### config.mk
export PLATFORM = sky130hd
export DESIGN_NAME = rot3_merge
export DESIGN_NICKNAME = d
export VERILOG_FILES = /design/src/rtl/rot3_pkg.sv /design/src/rtl/rot3_merge.sv
export SDC_FILE = /design/constraint.sdc
export NUM_CORES = 1
export LEC_CHECK = 0
export ABC_AREA = 1
export BUFFER_PORTS_ARGS = -buffer_cell sky130_fd_sc_hd__buf_2
export CAP_MARGIN = 5
export CORE_AREA = 4 4 226 228
export CTS_BUF_LIST = sky130_fd_sc_hd__clkbuf_2
export DETAILED_ROUTE_END_ITERATION = 10
export DIE_AREA = 0 0 230 232
export PLACE_DENSITY = 0.51
export RECOVER_POWER = 100
export SYNTH_ARGS = -nofsm -noshare
export SYNTH_HDL_FRONTEND = slang
export SYNTH_SLANG_ARGS = --single-unit
export TNS_END_PERCENT = 5
### constraint.sdc
create_clock -name aclk -period 1.9 [get_ports aclk]
set_input_delay 0.38 -clock aclk [delete_from_list [all_inputs] [get_ports aclk]]
set_output_delay 0.38 -clock aclk [all_outputs]
set_load 0.02 [all_outputs]
### src/rtl/rot3_pkg.sv
// Shared constants and types for the 3d vector / tensor rotation block.
// Used by every module under rtl/; has no dependencies of its own.
package rot3_pkg;

    localparam int DATA_WIDTH_DEF = 32;
    localparam int COEF_FRAC_DEF  = 16;

    localparam int ENTRY_W   = 18;              // one rotation entry, signed
    localparam int ROW_W     = 3 * ENTRY_W;
    localparam int N_COMP    = 9;
    localparam int N_LANE    = 9;
    localparam int N_CMD     = 3;
    localparam int TERM_LIM_LOG = 58;           // terms clamp to +-2^58
    localparam int TERM_W    = TERM_LIM_LOG + 2;
    localparam int PART_W    = TERM_W + 2;
    localparam int ACC_W     = 64;
    localparam int CFG_ADDR_W = 2;

    localparam logic [ROW_W-1:0] ROW0_RST = ROW_W'(64'd65536);
    localparam logic [ROW_W-1:0] ROW1_RST = ROW_W'(64'd17179869184);
    localparam logic [ROW_W-1:0] ROW2_RST = ROW_W'(64'd4503599627370496);

    localparam logic [CFG_ADDR_W-1:0] REG_ROW0 = 2'd0;
    localparam logic [CFG_ADDR_W-1:0] REG_ROW1 = 2'd1;
    localparam logic [CFG_ADDR_W-1:0] REG_ROW2 = 2'd2;

    // cycles for the coefficient table to follow a register write
    localparam logic [1:0] SETTLE = 2'd2;

    typedef enum logic [1:0] {
        CMD_VEC  = 2'd0,
        CMD_SYM  = 2'd1,
        CMD_FULL = 2'd2
    } cmd_t;

    // per-stage load enables handed to each lane
    typedef struct packed {
        logic mul;
        logic term;
        logic part;
        logic res;
    } lane_en_t;

endpackage

### src/rtl/rot3_merge.sv
// Output register: gathers the nine lane results and merges their clip flags.
// Depends on rot3_pkg.
module rot3_merge
    import rot3_pkg::*;
#(
    parameter int DATA_WIDTH = DATA_WIDTH_DEF
) (
    input  logic                          aclk,
    input  logic                          load,
    input  logic signed [DATA_WIDTH-1:0]  lane_res [N_LANE],
    input  logic                          lane_sat [N_LANE],
    output logic signed [DATA_WIDTH-1:0]  out_res [N_LANE],
    output logic                          out_sat
);

    logic signed [DATA_WIDTH-1:0] res_reg [N_LANE];
    logic                         sat_reg;
    logic                         sat_any;

    always_comb begin
        sat_any = 1'b0;
        for (int l = 0; l < N_LANE; l++) begin
            sat_any = sat_any | lane_sat[l];
        end
    end

    always_ff @(posedge aclk) begin
        if (load) begin
            res_reg <= lane_res;
            sat_reg <= sat_any;
        end
    end

    assign out_res = res_reg;
    assign out_sat = sat_reg;

endmodule

==> results of run 1 <==
-- cell families after synthesis --
kind of cell,synth area share [%]
DFF,99.66
and+or+nand+nor,0.3448
-- cell usage after synthesis --
cell / count / area share [%]
edfxtp_1: 289 / 100
nand2_1: 2 / 0.086
nor2_1: 3 / 0.13
nor3_1: 1 / 0.057
or2_1: 1 / 0.072
-- through the flow --
stage          util, %  area [sq um]  worst slack, ns
2_1_floorplan        -          8708           0.9259
3_3_place_gp     25.97         12680           0.5373
3_5_place_dp     25.97         12680           0.5533
==> flow_metrics.env, run 1 <==
export IMPL_status="did not finish"
export IMPL_haltStage="clock tree synthesis (4_1_cts)"
export IMPL_toolErrorMsg="[ERROR RSZ-0060] Max buffer count reached."
export IMPL_clockRootBuffer="clkbuf_2"
export IMPL_holdBufCountCts=339
export IMPL_gp_congestion=0.8584
export IMPL_chipHeight_um=232
export IMPL_syn_area_sq_um=8708
export IMPL_initial_core_util_pct=17.83
export IMPL_post_place_cells=1565
export IMPL_rows=81
export IMPL_cts_sinks=289
export IMPL_post_cts_resized=46
export IMPL_hpwl_um=22350
export IMPL_synth_seq_cells=289
export IMPL_ys_seq_area_share_pct=99.66
export IMPL_avgSynthCellArea_sq_um=29.42
export IMPL_syn_nets=595
export IMPL_portBuffers=587
export IMPL_cts_buffer_depth=3
export IMPL_numCtsBuffers=78
export IMPL_ioPinCount=588
export IMPL_die_width_um=230
export IMPL_htreeDepth=3
export IMPL_synthCells=296
export IMPL_post_cts_buffers=0
export IMPL_yosys_warnings=0
export IMPL_ys_types=5
==> run 2: changes to the inputs <==
--- a/config.mk
+++ b/config.mk
@@ -8,11 +8,10 @@
 export ABC_AREA = 1
 export BUFFER_PORTS_ARGS = -buffer_cell sky130_fd_sc_hd__buf_2
 export CAP_MARGIN = 5
-export CORE_AREA = 4 4 226 228
-export CTS_BUF_LIST = sky130_fd_sc_hd__clkbuf_2
+export CORE_AREA = 4 4 229 231
 export DETAILED_ROUTE_END_ITERATION = 10
-export DIE_AREA = 0 0 230 232
-export PLACE_DENSITY = 0.51
+export DIE_AREA = 0 0 233 235
+export PLACE_DENSITY_LB_ADDON = 0.15
 export RECOVER_POWER = 100
 export SYNTH_ARGS = -nofsm -noshare
 export SYNTH_HDL_FRONTEND = slang
==> flow_metrics.env, run 2 <==
export IMPL_ys_types=5
export IMPL_synth_most_common_cell="edfxtp_1"
export IMPL_status="finished clean"
export IMPL_viasPerCell=3.432
export IMPL_htreeDepth=2
export IMPL_nFillCells=5152
export IMPL_grt_pass1_vias=7358
export IMPL_maxSlewHeadroom_pct=21.16
export IMPL_ys_seq_area_share_pct=99.66
export IMPL_min_period_over_period_pct=83.08
export IMPL_yosys_area_top_type_share_pct=99.66
export IMPL_hpwl_um=23540
export IMPL_numCtsBuffers=34
export IMPL_final_nets=1482
export IMPL_crit_path_end="out_res[26]"
export IMPL_critPathKind="in -> reg"
export IMPL_min_period_ns=1.578
export IMPL_grtUsageMet2_pct=21.02
export IMPL_slew_violations=0
export IMPL_post_cts_resized=0
export IMPL_hold_viol_final=0
export IMPL_gr_usage_met1_pct=9.754
export IMPL_synthCells=296
export IMPL_drt_wl_total_um=31000
export IMPL_portBuffers=587
export IMPL_vias=6456
export IMPL_startpoint_type="input port"
export IMPL_busiest_layer="met2"
export IMPL_yosys_warnings=0
export IMPL_crit_required_ns=2.11
export IMPL_cts_sinks=289
export IMPL_ys_top_cells_by_count="289 x edfxtp_1, 3 x nor2_1, 2 x nand2_1, 1 x nor3_1, 1 x or2_1"
export IMPL_cap_violations=0
export IMPL_initial_core_util_pct=17.39
export IMPL_path_clk_slew_ns=0.06
export IMPL_syn_area_sq_um=8708
export IMPL_holdBufCountCts=245
export IMPL_largest_reg_flops=288
export IMPL_post_cts_buffers=0
export IMPL_rows=82
export IMPL_layout_common_cells="333 x clkbuf_1, 289 x edfxtp_1, 266 x buf_2"
export IMPL_cts_tree="done"
export IMPL_critPathArrivalTime_ns=1.79
export IMPL_p_leak_nw=5.933
export IMPL_die_width_um=233
export IMPL_fmax_ghz=0.6335
export IMPL_gp_congestion=0.7582
export IMPL_crit_start="load"
export IMPL_syn_nets=595
export IMPL_avgSynthCellArea_sq_um=29.42
export IMPL_ys_flop_type="edfxtp_1"
export IMPL_ioPinCount=588
export IMPL_final_common_cell="clkbuf_1"
export IMPL_ir_drop_uv=685.9
export IMPL_drtPass1Iterations=4
export IMPL_synth_async_reset_ratio_pct=0
export IMPL_initialDrtViolationCount=203
export IMPL_clockRootBuffer="clkbuf_16"
export IMPL_grt_pass1_wl_um=44230
export IMPL_final_setup_tns_ns=0
export IMPL_area_growth_pct=82.21
export IMPL_core_sq_um=50070
export IMPL_antenna_found_initial=4
export IMPL_critPathCaptureType="flop"
export IMPL_chipHeight_um=235
export IMPL_synthTopCellsByArea="edfxtp_1 100%, nor2_1 0.13%, nand2_1 0.086%"
export IMPL_worst_slew_pin_slew_ns=1.183
export IMPL_die_area_sq_um=54760
export IMPL_hold_path_class="in -> reg"
export IMPL_route_detailed_drc=0
export IMPL_overflow=0
export IMPL_grtUsageTotal_pct=10.75
export IMPL_synth_largest_area_cell="edfxtp_1"
export IMPL_synth_edff_count=289
export IMPL_ant_nets=0
export IMPL_grtUsageMet3_pct=4.433
export IMPL_routedWlPerCell_um=16.48
export IMPL_synth_seq_cells=289
export IMPL_p_per_area_nw_per_um2=1016
export IMPL_finalSetupViolations=0
export IMPL_rsz0062_at_grt="false"
export IMPL_cts_buffer_depth=3
export IMPL_finalPower_mw=16.13
export IMPL_crit_fanout=21
export IMPL_drive_gt1_share_pct=27.01
export IMPL_grt_max_degree=74
==> run 2: cell counts after synthesis <==
Identical to the previous run, type by type.
==> run 2: worst min-delay path by stage <==
| stage | slack (ns) | startpoint | endpoint | depth (start not counted) |
|---|---|---|---|---|
| after CTS | 0.0003 | lane_res[107] | out_res[107] | 1 |
| final | 0.04 | lane_res[107] | out_res[107] | 1 |
| after global placement | 0.56 | lane_res[85] | out_res[85] | 1 |
| after floorplan | 0.48 | lane_res[0] | out_res[0] | 0 |
| after detailed placement | 0.56 | lane_res[59] | out_res[59] | 1 |
| after global routing | 0.008 | lane_res[165] | out_res[165] | 1 |
==> run 2: layer usage <==
layer / routed length (um) / up-vias
li1: - / 2992
met1: 9915 / 3078
met2: 17110 / 330
met3: 3251 / 52
met4: 692 / 4
met5: 29 / -
==> run 2: through the flow <==
step	setup slack (ns)	area, sq um	util (%)	hold WS (ns)	instances
4_1_cts	0.3176	16290	32.54	0.0003444	1879
3_5_place_dp	0.5383	12740	25.44	0.5581	1574
3_3_place_gp	0.5419	12740	25.44	0.5571	1574
5_1_grt	0.2218	15870	31.69	0.007540	1881
6_report	0.3215	15870	31.69	0.04342	1881
2_1_floorplan	0.9259	8708	-	0.4789	296
==> run 2: critical path: stages <==
cell and delay [ns]:
clkbuf_1 0.85, buf_12 0.29, clkbuf_1 0.23
==> run 2: report_power, final <==
group	internal, mW	switching (mW)	total, mW
sequential	7.58	0.130	7.71
combinational	0.759	1.20	1.96
clock	3.94	2.52	6.46
==> run 2: cell type report <==
| cell class | count | area [sq um] | area share, % |
|---|---|---|---|
| flip-flops and latches | 289 | 8678 | 54.69 |
| repair buffers | 851 | 5213 | 32.85 |
| clock buffers | 45 | 955.9 | 6.024 |
| well taps | 672 | 840.8 | 5.299 |
| clock inverters | 15 | 145.1 | 0.9147 |
| multi-input cells | 7 | 30.03 | 0.1892 |
| diodes | 2 | 5.005 | 0.03154 |
==> run 2: cells by family (layout without fill, tap and decap cells) <==
logic type	count (synthesis)	in the layout	synth area share (%)
buffers and inverters	0	911	0
DFF	289	289	99.66
other	0	2	0
and+or+nand+nor	7	7	0.3448
Power figures use the tool's default switching activity.
==> run 3: changes to the inputs <==
--- a/config.mk
+++ b/config.mk
@@ -5,12 +5,12 @@
 export SDC_FILE = /design/constraint.sdc
 export NUM_CORES = 1
 export LEC_CHECK = 0
-export ABC_AREA = 1
+export ABC_AREA = 0
 export BUFFER_PORTS_ARGS = -buffer_cell sky130_fd_sc_hd__buf_2
 export CAP_MARGIN = 5
-export CORE_AREA = 4 4 229 231
+export CORE_AREA = 4 4 224 226
 export DETAILED_ROUTE_END_ITERATION = 10
-export DIE_AREA = 0 0 233 235
+export DIE_AREA = 0 0 228 230
 export PLACE_DENSITY_LB_ADDON = 0.15
 export RECOVER_POWER = 100
 export SYNTH_ARGS = -nofsm -noshare
==> constraint.sdc (replaced) <==
create_clock -name aclk -period 1.43 [get_ports aclk]
set_input_delay 0.286 -clock aclk [delete_from_list [all_inputs] [get_ports aclk]]
set_output_delay 0.286 -clock aclk [all_outputs]
set_load 0.02 [all_outputs]
==> flow_metrics.env, run 3 <==
export IMPL_area_growth_pct=90.52
export IMPL_drtPass1Iterations=4
export IMPL_finalSetupViolations=0
export IMPL_core_sq_um=48340
export IMPL_min_period_over_period_pct=98.38
export IMPL_swShare_pct=23.69
export IMPL_design_area_sq_um=16570
export IMPL_syn_area_sq_um=8698
export IMPL_path_clk_slew_ns=0.06
export IMPL_nFillCells=4705
export IMPL_rsz0062_at_grt="true"
export IMPL_cts_tree="done"
export IMPL_maxSlewHeadroom_pct=24.60
export IMPL_net_switching_power_mw=5.094
export IMPL_routedWlPerCell_um=16.69
export IMPL_grt_pass1_vias=7585
export IMPL_initialDrtViolationCount=169
export IMPL_p_leak_nw=6.959
export IMPL_synth_async_reset_ratio_pct=0
export IMPL_path_buf_inv=1
export IMPL_critPathKind="reg -> out"
export IMPL_ys_seq_area_share_pct=99.77
export IMPL_syn_nets=592
export IMPL_final_nets=1525
export IMPL_post_place_cells=1521
export IMPL_ys_flop_type="edfxtp_1"
export IMPL_synth_largest_area_cell="edfxtp_1"
export IMPL_critPathArrivalTime_ns=1.12
export IMPL_antenna_found_initial=2
export IMPL_hold_depth=3
export IMPL_drt_wl_total_um=31220
export IMPL_dp_worst_setup_slack_ns=0.1182
export IMPL_multi_input_area_sq_um=20.02
export IMPL_synth_seq_cells=289
export IMPL_cap_violations=0
export IMPL_synthTopCellsByArea="edfxtp_1 100%, nor4_1 0.072%, nand3_1 0.058%"
export IMPL_die_area_sq_um=52440
export IMPL_cp_cell_sequence="buf_6"
export IMPL_cts_sinks=289
export IMPL_status="finished clean"
export IMPL_critPathCaptureType="output port"
export IMPL_comb_power_share_pct=13.3
export IMPL_regArea_sq_um=8678
export IMPL_overflow=0
export IMPL_crit_required_ns=1.14
export IMPL_worst_slack_ns=0.02322
export IMPL_yosys_area_top_type_share_pct=99.77
export IMPL_ir_drop_uv=997.1
export IMPL_portBuffers=587
export IMPL_largest_reg_flops=288
export IMPL_hp_start="lane_sat[3]"
export IMPL_crit_slowest_cell="edfxtp_1"
export IMPL_hpwl_um=23290
export IMPL_crit_fanout=1
export IMPL_rows=81
export IMPL_viasPerCell=3.525
export IMPL_place_area_sq_um=12600
export IMPL_post_route_util_pct=34.28
export IMPL_grtUsageTotal_pct=11.60
export IMPL_initial_core_util_pct=17.99
export IMPL_htreeDepth=2
export IMPL_hold_path_class="in -> reg"
export IMPL_fmax_ghz=0.7108
export IMPL_ant_nets=0
export IMPL_max_stage_delay_ns=0.44
export IMPL_finalPower_mw=21.50
export IMPL_synth_most_common_cell="edfxtp_1"
export IMPL_synthCells=293
export IMPL_instances_no_fill=1871
export IMPL_clockRootBuffer="clkbuf_16"
export IMPL_slew_violations=0
export IMPL_chipHeight_um=230
export IMPL_layout_common_cells="297 x buf_2, 290 x dlygate4sd3_1, 289 x edfxtp_1"
export IMPL_numCtsBuffers=35
export IMPL_hold_worst_slack_ns=0.06142
export IMPL_yosys_warnings=0
export IMPL_hold_viol_final=0
export IMPL_worst_slew_pin_slew_ns=1.131
export IMPL_avgSynthCellArea_sq_um=29.69
export IMPL_min_period_ns=1.407
export IMPL_drive_gt1_share_pct=49.44
export IMPL_p_per_area_nw_per_um2=1297
export IMPL_ys_top_cells_by_count="289 x edfxtp_1, 1 x nand3_1, 1 x nor2_1, 1 x nor3_1, 1 x nor4_1"
export IMPL_final_common_cell="buf_2"
export IMPL_synth_edff_count=289
export IMPL_crit_family="flip-flops"
export IMPL_final_setup_tns_ns=0
export IMPL_gp_congestion=0.7839
export IMPL_grt_pass1_wl_um=46440
export IMPL_ys_types=5
export IMPL_whs_endpoint="out_sat"
export IMPL_cts_buffer_depth=3
export IMPL_pwr_share_seq_pct=47.8
export IMPL_route_detailed_drc=0
export IMPL_vias=6595
export IMPL_startpoint_type="flop"
export IMPL_clkPwrFrac_pct=38.9
export IMPL_grt_max_degree=39
export IMPL_ioPinCount=588
export IMPL_die_width_um=228
export IMPL_p_int_mw=16.41
-- run 3: cell type report --
cell class	count	area share, %
clock buffers	48	5.836
flip-flops and latches	289	52.37
diodes	1	0.01510
clock inverters	11	0.6418
multi-input cells	4	0.1208
well taps	622	4.696
repair buffers	896	36.32
-- run 3: worst max-delay path by stage --
stage	from	to	slack [ns]	depth (start not counted)
floorplan	lane_sat[2]	out_sat	0.55	2
global placement	load	out_res[75]	0.14	2
detailed placement	load	out_res[27]	0.12	2
CTS	out_res[16]	out_res[16]	-0.05	1
global route	out_res[16]	out_res[16]	-0.04	1
finish	out_res[16]	out_res[16]	0.02	1
-- run 3: cells by family (layout without fill, tap and decap cells) --
group / count (synthesis) / after routing / share of synthesized area, %
flip-flops: 289 / 289 / 99.77
AND/OR/NAND/NOR: 4 / 4 / 0.2300
buffers and inverters: 0 / 955 / 0
other: 0 / 1 / 0
-- run 3: repair_timing --
item	in CTS	in global routing
hold endpoints to repair	289	0
hold buffers	290	0
resized for setup	16	4
endpoints found under the setup margin	15	16
setup buffers	0	0
-- run 3: per-layer routing --
metal | global-route usage [%] | routed length [um] | vias up
met5 | 0 | 13 | -
met4 | 4.267 | 1009 | 2
met2 | 21.21 | 16470 | 356
met3 | 5.451 | 3209 | 63
li1 | - | - | 3077
met1 | 11.45 | 10520 | 3097
-- run 3: power groups by stage --
stage	clock network [mW]	registers, mW	logic (mW)
3_5_place_dp	0	10.4	2.27
3_3_place_gp	0	10.4	2.29
5_1_grt	9.10	10.3	3.05
6_report	8.37	10.3	2.86
2_1_floorplan	0	11.3	0.00183
4_1_cts	8.73	10.3	2.94
==> run 4: changes to the inputs <==
--- a/config.mk
+++ b/config.mk
@@ -13,6 +13,7 @@
 export DIE_AREA = 0 0 228 230
 export PLACE_DENSITY_LB_ADDON = 0.15
 export RECOVER_POWER = 100
+export SETUP_SLACK_MARGIN = 0.4
 export SYNTH_ARGS = -nofsm -noshare
 export SYNTH_HDL_FRONTEND = slang
 export SYNTH_SLANG_ARGS = --single-unit
==> flow_metrics.env, run 4 (synthesis gave the netlist of run 3 again) <==
export IMPL_largest_reg_flops=288
export IMPL_gr_usage_met1_pct=11.60
export IMPL_p_int_mw=16.58
export IMPL_p_per_area_nw_per_um2=1284
export IMPL_hold_depth=3
export IMPL_drtPass1Iterations=4
export IMPL_critPathCaptureType="output port"
export IMPL_path_clk_slew_ns=0.06
export IMPL_cap_violations=0
export IMPL_drt_wl_total_um=32360
export IMPL_ioPinCount=588
export IMPL_clkPwrFrac_pct=38.6
export IMPL_net_switching_power_mw=5.142
export IMPL_portBuffers=587
export IMPL_crit_family="flip-flops"
export IMPL_die_width_um=228
export IMPL_grtUsageTotal_pct=11.96
export IMPL_whs_endpoint="out_sat"
export IMPL_final_nets=1525
export IMPL_ir_drop_uv=959.3
export IMPL_gp_congestion=0.7839
export IMPL_viasPerCell=3.541
export IMPL_grt_max_degree=39
export IMPL_antenna_found_initial=1
export IMPL_final_common_cell="buf_2"
export IMPL_hold_viol_final=0
export IMPL_grt_pass1_vias=7780
export IMPL_critPathKind="reg -> out"
export IMPL_comb_power_share_pct=14.0
export IMPL_grtUsageMet3_pct=5.785
export IMPL_critPathArrivalTime_ns=1.14
export IMPL_grt_pass1_wl_um=47920
export IMPL_post_cts_buffers=0
export IMPL_worst_slack_ns=0.003883
export IMPL_overflow=0
export IMPL_cts_tree="done"
export IMPL_clockRootBuffer="clkbuf_16"
export IMPL_cts_buffer_depth=3
export IMPL_pwr_share_seq_pct=47.3
export IMPL_min_period_over_period_pct=99.73
export IMPL_vias=6622
export IMPL_area_growth_pct=94.50
export IMPL_numCtsBuffers=35
export IMPL_hpwl_um=23290
export IMPL_rsz0062_at_grt="true"
export IMPL_drive_gt1_share_pct=49.44
export IMPL_rows=81
export IMPL_fmax_ghz=0.7012
export IMPL_nFillCells=4756
export IMPL_htreeDepth=2
export IMPL_hp_start="lane_sat[2]"
export IMPL_maxSlewHeadroom_pct=24.81
export IMPL_min_period_ns=1.426
export IMPL_p_leak_nw=7.042
export IMPL_cts_sinks=289
export IMPL_slew_violations=0
export IMPL_initialDrtViolationCount=180
export IMPL_max_stage_delay_ns=0.45
export IMPL_crit_fanout=1
export IMPL_crit_required_ns=1.14
export IMPL_swShare_pct=23.67
export IMPL_ant_nets=0
export IMPL_dp_worst_setup_slack_ns=0.1182
export IMPL_path_buf_inv=1
export IMPL_routedWlPerCell_um=17.30
export IMPL_cp_cell_sequence="buf_6"
export IMPL_grtUsageMet2_pct=21.76
export IMPL_hold_path_class="in -> reg"
export IMPL_layout_common_cells="338 x buf_2, 290 x dlygate4sd3_1, 289 x edfxtp_1"
export IMPL_status="finished clean"
export IMPL_core_sq_um=48340
export IMPL_die_area_sq_um=52440
export IMPL_route_detailed_drc=0
export IMPL_finalSetupViolations=0
export IMPL_crit_start="out_res[16]"
export IMPL_worst_slew_pin_slew_ns=1.128
export IMPL_initial_core_util_pct=17.99
export IMPL_crit_slowest_cell="edfxtp_1"
export IMPL_startpoint_type="flop"
export IMPL_final_setup_tns_ns=0
export IMPL_post_route_util_pct=35.00
export IMPL_chipHeight_um=230
export IMPL_busiest_layer="met2"
export IMPL_antenna_cells=0
[run 4: worst max path at each step]
stage / to / slack, ns / cells after the start
6_report: out_res[16] / 0.004 / 1
5_1_grt: out_res[16] / -0.05 / 1
4_1_cts: out_res[16] / -0.05 / 1
3_5_place_dp: out_res[27] / 0.12 / 2
3_3_place_gp: out_res[75] / 0.14 / 2
2_1_floorplan: out_sat / 0.55 / 2
[run 4: routing by layer]
metal	share of wire, %	vias to the layer above	wire [um]
li1	-	3076	-
met1	33	3103	10760
met2	53	368	17130
met3	10	73	3295
met4	3.6	2	1161
met5	0.040	-	13
[run 4: what timing repair did]
action | CTS | global route
setup endpoints to repair | 289 | 289
hold endpoints to repair | 289 | 0
hold buffers | 290 | 0
cloned | 0 | 0
pin swaps | 0 | 0
resized for setup | 576 | 2
[run 4: area by class of cell]
class	instances	area, sq um	share of cell area [%]
clock buffer	48	967.2	5.717
clock inverter	11	106.4	0.6286
multi-input combinational	4	20.02	0.1183
timing repair buffer	896	6369	37.64
sequential	289	8678	51.29
tap	622	778.2	4.600
[run 4: metrics by stage]
step	instances	area [sq um]	hold WS, ns	total power [mW]
after global placement	1521	12600	0.4630	12.71
after global routing	1870	16920	0.03608	22.69
after detailed placement	1521	12600	0.4641	12.69
final	1870	16920	0.06541	21.72
after floorplan	293	8698	0.3849	11.31
after CTS	1870	18380	0.006415	22.81
[run 4: power by group through the flow]
stage / Combinational [mW] / Clock (mW) / Sequential [mW]
after floorplan: 0.00183 / 0 / 11.3
after global placement: 2.29 / 0 / 10.4
after detailed placement: 2.27 / 0 / 10.4
after CTS: 3.65 / 8.73 / 10.4
after global routing: 3.24 / 9.11 / 10.3
final: 3.05 / 8.39 / 10.3
